## src/hw/rtl/z80a_pkg.sv

```systemverilog
// Shared definitions for the Z80 8-bit arithmetic ALU: opcodes, flag bit
// positions, beat widths and the ALU result bundle.
// No dependencies.
package z80a_pkg;

   localparam int DATA_W = 8;
   localparam int OP_W = 3;
   localparam int REQ_TDATA_W = 16;
   localparam int RSP_TDATA_W = 24;

   // OP_NONE is the undefined opcode, which the ALU treats as a no-op.
   typedef enum logic [OP_W-1:0] {
      OP_ADD  = 3'd0,
      OP_ADC  = 3'd1,
      OP_SUB  = 3'd2,
      OP_SBC  = 3'd3,
      OP_CP   = 3'd4,
      OP_INC  = 3'd5,
      OP_DEC  = 3'd6,
      OP_NONE = 3'd7
   } op_type;

   // Flag byte bit positions.
   localparam int FLAG_C  = 0;
   localparam int FLAG_N  = 1;
   localparam int FLAG_PV = 2;
   localparam int FLAG_F3 = 3;
   localparam int FLAG_H  = 4;
   localparam int FLAG_F5 = 5;
   localparam int FLAG_Z  = 6;
   localparam int FLAG_S  = 7;

   localparam logic [3:0]        NIBBLE_MASK = 4'hF;
   localparam logic [DATA_W-1:0] INC_OVF_VALUE = 8'h7F;
   localparam logic [DATA_W-1:0] SIGN_BIT = 8'h80;

   typedef struct packed {
      logic [DATA_W-1:0] value;
      logic [DATA_W-1:0] acc;
      logic [DATA_W-1:0] flags;
   } result_type;

endpackage

```

## src/hw/rtl/z80a_alu.sv

```systemverilog
// Combinational arithmetic core: one opcode and operand against the current
// accumulator and flags gives the result value, new accumulator and flags.
// Depends on z80a_pkg.
module z80a_alu (
   input  logic [z80a_pkg::OP_W-1:0]   op,
   input  logic [z80a_pkg::DATA_W-1:0] operand,
   input  logic [z80a_pkg::DATA_W-1:0] acc,
   input  logic [z80a_pkg::DATA_W-1:0] flags,
   output z80a_pkg::result_type        result
);

   logic                          cin;
   logic                          use_carry;
   logic [z80a_pkg::DATA_W:0]     add_full;
   logic [4:0]                    add_half;
   logic [z80a_pkg::DATA_W:0]     sub_full;
   logic [4:0]                    sub_half;
   logic [z80a_pkg::DATA_W-1:0]   inc_res;
   logic [z80a_pkg::DATA_W-1:0]   dec_res;
   logic [z80a_pkg::DATA_W-1:0]   res;
   logic [z80a_pkg::DATA_W-1:0]   xy;
   logic [z80a_pkg::DATA_W-1:0]   f;

   assign use_carry = (op == z80a_pkg::OP_ADC) || (op == z80a_pkg::OP_SBC);
   assign cin = use_carry & flags[z80a_pkg::FLAG_C];

   // Bit 8 of the subtract is the borrow, bit 4 of the nibble subtract the half borrow.
   assign add_full = {1'b0, acc} + {1'b0, operand} + {8'd0, cin};
   assign add_half = {1'b0, acc[3:0]} + {1'b0, operand[3:0]} + {4'd0, cin};
   assign sub_full = {1'b0, acc} - {1'b0, operand} - {8'd0, cin};
   assign sub_half = {1'b0, acc[3:0]} - {1'b0, operand[3:0]} - {4'd0, cin};
   assign inc_res = operand + 8'd1;
   assign dec_res = operand - 8'd1;

   always_comb begin
      res = '0;
      xy = '0;
      f = flags;
      result.acc = acc;
      case (op)
         z80a_pkg::OP_ADD, z80a_pkg::OP_ADC: begin
            res = add_full[7:0];
            xy = res;
            f = '0;
            f[z80a_pkg::FLAG_C] = add_full[8];
            f[z80a_pkg::FLAG_H] = add_half[4];
            f[z80a_pkg::FLAG_PV] = ~(acc[7] ^ operand[7]) & (acc[7] ^ res[7]);
            result.acc = res;
         end
         z80a_pkg::OP_SUB, z80a_pkg::OP_SBC, z80a_pkg::OP_CP: begin
            res = sub_full[7:0];
            // Compare takes the undocumented bits from the operand.
            xy = (op == z80a_pkg::OP_CP) ? operand : res;
            f = '0;
            f[z80a_pkg::FLAG_N] = 1'b1;
            f[z80a_pkg::FLAG_C] = sub_full[8];
            f[z80a_pkg::FLAG_H] = sub_half[4];
            f[z80a_pkg::FLAG_PV] = (acc[7] ^ operand[7]) & (acc[7] ^ res[7]);
            if (op != z80a_pkg::OP_CP) begin
               result.acc = res;
            end
         end
         z80a_pkg::OP_INC: begin
            res = inc_res;
            xy = res;
            f = '0;
            f[z80a_pkg::FLAG_C] = flags[z80a_pkg::FLAG_C];
            f[z80a_pkg::FLAG_H] = (operand[3:0] == z80a_pkg::NIBBLE_MASK);
            f[z80a_pkg::FLAG_PV] = (operand == z80a_pkg::INC_OVF_VALUE);
         end
         z80a_pkg::OP_DEC: begin
            res = dec_res;
            xy = res;
            f = '0;
            f[z80a_pkg::FLAG_N] = 1'b1;
            f[z80a_pkg::FLAG_C] = flags[z80a_pkg::FLAG_C];
            f[z80a_pkg::FLAG_H] = (operand[3:0] == 4'd0);
            f[z80a_pkg::FLAG_PV] = (operand == z80a_pkg::SIGN_BIT);
         end
         default: begin
            // Undefined opcode leaves the state as it is and returns zero.
            res = '0;
            xy = '0;
            f = flags;
         end
      endcase
      if (op != z80a_pkg::OP_NONE) begin
         f[z80a_pkg::FLAG_S] = res[7];
         f[z80a_pkg::FLAG_Z] = (res == '0);
         f[z80a_pkg::FLAG_F5] = xy[5];
         f[z80a_pkg::FLAG_F3] = xy[3];
      end
      result.value = res;
      result.flags = f;
   end

endmodule

```

## src/hw/rtl/z80_alu_8bit_arith_flags.sv

```systemverilog
// Z80 8-bit arithmetic ALU with accumulator and flag byte (ADD, ADC, SUB, SBC,
// CP, INC, DEC). One beat is taken every cycle unless a stalled result has filled
// both registers. A request beat lands in the input register, and the ALU stage
// then writes the result register, which offers the result beat. A stalled
// result holds the input register; a request is refused only while both registers
// are full. The accumulator and flags update in the ALU stage, so each operation
// sees the state left by the one just before it. Opcode 7 is a no-op that returns
// zero and the unchanged state. Depends on z80a_pkg and z80a_alu.
module z80_alu_8bit_arith_flags (
   input  logic                                clock,
   input  logic                                reset,
   input  logic                                req_tvalid,
   output logic                                req_tready,
   // [2:0] op, [10:3] operand, [15:11] zero
   input  logic [z80a_pkg::REQ_TDATA_W-1:0]    req_tdata,
   output logic                                rsp_tvalid,
   input  logic                                rsp_tready,
   // [7:0] result_value, [15:8] accumulator_out, [23:16] flags_out
   output logic [z80a_pkg::RSP_TDATA_W-1:0]    rsp_tdata
);

   logic                            in_valid_ff;
   logic                            in_valid_in;
   logic [z80a_pkg::OP_W-1:0]       op_ff;
   logic [z80a_pkg::DATA_W-1:0]     operand_ff;
   logic                            out_valid_ff;
   logic                            out_valid_in;
   z80a_pkg::result_type            out_ff;
   logic [z80a_pkg::DATA_W-1:0]     acc_ff;
   logic [z80a_pkg::DATA_W-1:0]     flags_ff;
   z80a_pkg::result_type            alu_result;
   logic                            out_free;
   logic                            advance;
   logic                            req_beat;

   assign out_free = !out_valid_ff || rsp_tready;
   assign advance = in_valid_ff && out_free;
   assign req_tready = !in_valid_ff || out_free;
   assign req_beat = req_tvalid && req_tready;

   assign in_valid_in = req_beat || (in_valid_ff && !advance);
   assign out_valid_in = advance || (out_valid_ff && !rsp_tready);

   z80a_alu u_alu (
      .op      (op_ff),
      .operand (operand_ff),
      .acc     (acc_ff),
      .flags   (flags_ff),
      .result  (alu_result)
   );

   always_ff @(posedge clock) begin
      if (reset) begin
         in_valid_ff <= 1'b0;
         out_valid_ff <= 1'b0;
         acc_ff <= '0;
         flags_ff <= '0;
      end else begin
         in_valid_ff <= in_valid_in;
         out_valid_ff <= out_valid_in;
         if (advance) begin
            acc_ff <= alu_result.acc;
            flags_ff <= alu_result.flags;
         end
      end
   end

   always_ff @(posedge clock) begin
      if (req_beat) begin
         op_ff <= req_tdata[z80a_pkg::OP_W-1:0];
         operand_ff <= req_tdata[z80a_pkg::OP_W +: z80a_pkg::DATA_W];
      end
      if (advance) begin
         out_ff <= alu_result;
      end
   end

   assign rsp_tvalid = out_valid_ff;
   assign rsp_tdata = {out_ff.flags, out_ff.acc, out_ff.value};

endmodule

```

## config.mk

```make
export PLATFORM = sky130hd
export DESIGN_NAME = z80_alu_8bit_arith_flags
export DESIGN_NICKNAME = d
export VERILOG_FILES = /design/src/hw/rtl/z80a_pkg.sv /design/src/hw/rtl/z80a_alu.sv /design/src/hw/rtl/z80_alu_8bit_arith_flags.sv
export SDC_FILE = /design/constraint.sdc
export NUM_CORES = 1
export LEC_CHECK = 0
export BUFFER_PORTS_ARGS = -buffer_cell sky130_fd_sc_hd__buf_4
export CORE_ASPECT_RATIO = 1.25
export CORE_MARGIN = 8
export CORE_UTILIZATION = 63
export DETAILED_ROUTE_END_ITERATION = 8
export PLACE_DENSITY_LB_ADDON = 0.3
export SETUP_SLACK_MARGIN = 0.3
export SYNTH_ARGS = -nofsm -noshare
export SYNTH_HDL_FRONTEND = slang
export SYNTH_HIERARCHICAL = 1
export SYNTH_SLANG_ARGS = --single-unit
```

## constraint.sdc

```tcl
create_clock -name clock -period 7 [get_ports clock]
set_input_delay 0.35 -clock clock [delete_from_list [all_inputs] [get_ports clock]]
set_output_delay 0.35 -clock clock [all_outputs]
set_load 0.02 [all_outputs]
```

==> flow_metrics.py <==
metrics = {
    "flow_run": {
        "drv_cap": 0,
    },
    "finish": {
        "diodes": 0,
        "seqCellArea_um2": 1410,
        "multi_input_area_um2": 2060,
        "syn_to_final_growth_pct": 10.9,
        "final_layout_size_suffix_gt1_share_pct": 14.3,
        "nets": 454,
        "fin_cells": 473,
        "fill_cells": 448,
    },
    "logic_synthesis": {
        "synthMuxAreaShare_pct": 6.81,
        "syn_inst": 375,
        "yosys.area.top_type_share_pct": 28.6,
        "syn-num-nets": 423,
        "synthAdderAreaFrac_pct": 10.3,
        "synth_xor_xnor_area_share_pct": 4.05,
        "yosys-top-cells-area": "edfxtp_1 (29%), dfxtp_1 (9.8%), ha_1 (8.2%)",
        "synth-compound-area-share_pct": 15.7,
        "synth_most_common_cell": "nand2b_1",
        "synth_area_per_cell_um2": 9.80,
        "synth_area_um2": 3680,
        "synth_seq_cells": 53,
        "yosys_most_used_dff": "edfxtp_1",
        "yosysUniqueCellTypes": 64,
        "ys_async_sr_fraction_pct": 0,
        "synth_simple_gate_area_share_pct": 18.9,
        "ys_top_cells_by_count": "nand2b_1 (39), edfxtp_1 (35), inv_1 (28), mux2i_1 (25), ha_1 (24)",
        "synth_top_family_by_area": "simple AND/OR/NAND/NOR gates",
        "seq_area_frac_synth_pct": 38.4,
        "ys.warnings.count": 6,
        "yosys.area.top_type": "edfxtp_1",
        "synth_edf_count": 35,
    },
    "critical_path": {
        "timing.critical_path.required_ns": 7.25,
        "cp-start-kind": "flop",
        "crit_buf_inv": 2,
        "cpPeakStageDelay_ns": 0.91,
        "cpMaxStageDelayCell": "edfxtp_1",
        "cp_top_family": "simple AND/OR/NAND/NOR gates",
        "cp.arrival_ns": 4.95,
        "criticalPathCategory": "flop to flop",
        "critical_path.cell_chain": "inv_1, nand3_1, inv_1, fa_1, fa_1, nor2b_4, nor3_2, o41ai_4, xnor2_1, a211o_1, or4b_1, a211oi_2, nand2b_1, mux2i_1",
        "end_kind": "flop",
        "cp_max_fo": 26,
    },
    "clocking": {
        "clock_sinks": 53,
        "post_cts_buffers": 0,
        "ctsResizeCount": 0,
        "cts_made_buffers": 5,
        "clockBufferDepth": 2,
        "tritoncts": "done",
        "path_clk_slew_ns": 0.10,
        "hold_buffers": 0,
        "insertion_delay_ns": 0.31,
        "clockRootBuffer": "clkbuf_8",
        "h-tree-depth": 2,
    },
    "power_and_ir_drop": {
        "ir_worst_vdd_mv": 0.110,
        "power_uw": 800,
        "power_density_nw_per_um2": 196,
        "power_leakage_uw": 0.00165,
    },
    "detailed_routing": {
        "drcViolationCount": 0,
        "finalWirelength_um": 8540,
        "drt_iter0_drc": 176,
        "via_per_inst": 6.28,
        "num_vias": 2969,
        "first_pass_iters": 4,
        "wl_per_cell_um": 18.1,
        "ant_nets": 0,
    },
    "grt": {
        "grt_pass1_vias": 3045,
        "grt_max_degree": 37,
        "grt-ovfl-total": 0,
        "antenna_found_initial": 0,
        "grt_pass1_wl_um": 14200,
        "track_usage_pct": 20.4,
    },
    "placed_design": {
        "io_buffers": 40,
        "dp_cells": 465,
        "gp_congestion": 0.932,
        "hpwl_um": 6480,
    },
    "timing": {
        "hold_slack_ns": 0.207,
        "slew_headroom_pct": 33.2,
        "tns_ns": 0,
        "maxSlewViolCount": 0,
        "fin_skew_ns": 0.0139,
        "setup_violations": 0,
        "rsz0062_at_grt": "no",
        "max_clock_freq_ghz": 0.213,
        "worst_pin_slew_ns": 1.00,
        "hold_viol": 0,
        "finalCriticalPeriod_ns": 4.70,
        "post-route-period-util_pct": 67.1,
    },
    "floorplan": {
        "rows": 31,
        "dieArea_um2": 8550,
        "ios": 46,
        "dieWidth_um": 84.3,
        "coreArea_um2": 5700,
        "start_util_pct": 64.5,
        "die-height_um": 101,
    },
    "hold_path": {
        "hold_class": "input pin to flop",
    },
    "outcome": {
        "outcome": "complete, no violations",
    },
}
power breakdown:
part           switching, uW  total [uW]  internal [uW]
Sequential              23.0         383            360
Combinational            127         219           92.3
Clock                    105         198           92.8
Total                    255         800            545
logic make-up (layout without fill, tap and decap cells):
logic type,Yosys count,in the layout
buffers and inverters,46,78
AO/OA/AOI/OAI,81,81
flip-flops,53,53
XOR/XNOR,17,17
multiplexers,25,25
adder cells (fa/ha/maj),28,28
AND/OR/NAND/NOR,125,125
sequential cells by signal, summed over array words and instances, names as in the netlist:
| name | flops |
|---|---|
| acc_ff | 8 |
| flags_ff | 8 |
| in_valid_ff | 1 |
| op_ff | 3 |
| rsp_tvalid | 1 |
| operand_ff | 8 |
| rsp_tdata | 24 |
per-stage QoR:
step / utilization [%] / instance area, um^2 / setup slack, ns
floorplan: - / 3680 / 3.51
global placement: 69.6 / 3970 / 2.51
detailed placement: 69.6 / 3970 / 2.40
CTS: 71.5 / 4080 / 2.36
global route: 71.5 / 4080 / 2.04
finish: 71.5 / 4080 / 2.30
per-layer routing:
metal	global-route usage, %	part of all wire [%]
met5	0	0
met4	11.7	4.4
met3	4.75	5.8
met2	35.8	49
met1	22.1	41
final cells by class:
cell class                 instances  share of cell area, %
timing repair buffer              41                   7.55
clock buffer                       6                   2.30
tap                               66                   2.03
clock inverter                     2                  0.399
sequential                        53                   34.6
multi-input combinational        276                   50.4
inverter                          29                   2.67
cells in the final DEF (no fill, tap or decap), drive strengths merged, types with 5 or more instances in the layout:
cell,instances
dfxtp,18
edfxtp,35
o211ai,5
nor3,7
o21ai,17
mux2i,25
xnor2,11
a21oi,13
nand3,12
o22ai,8
nand2,21
clkbuf,6
nand2b,39
inv,29
nor2,22
buf,41
xor2,6
ha,24
worst paths after layout:
path	start	endpoint	slack (ns)	cells past startpoint
max	op_ff[2]	flags_ff[6]	2.30	14
min	req_tdata[10]	operand_ff[7]	0.21	1
max reg2reg	op_ff[2]	flags_ff[6]	2.30	14
min reg2reg	flags_ff[4]	flags_ff[4]	0.48	2
No activity file was read; power rests on OpenSTA's default activity.
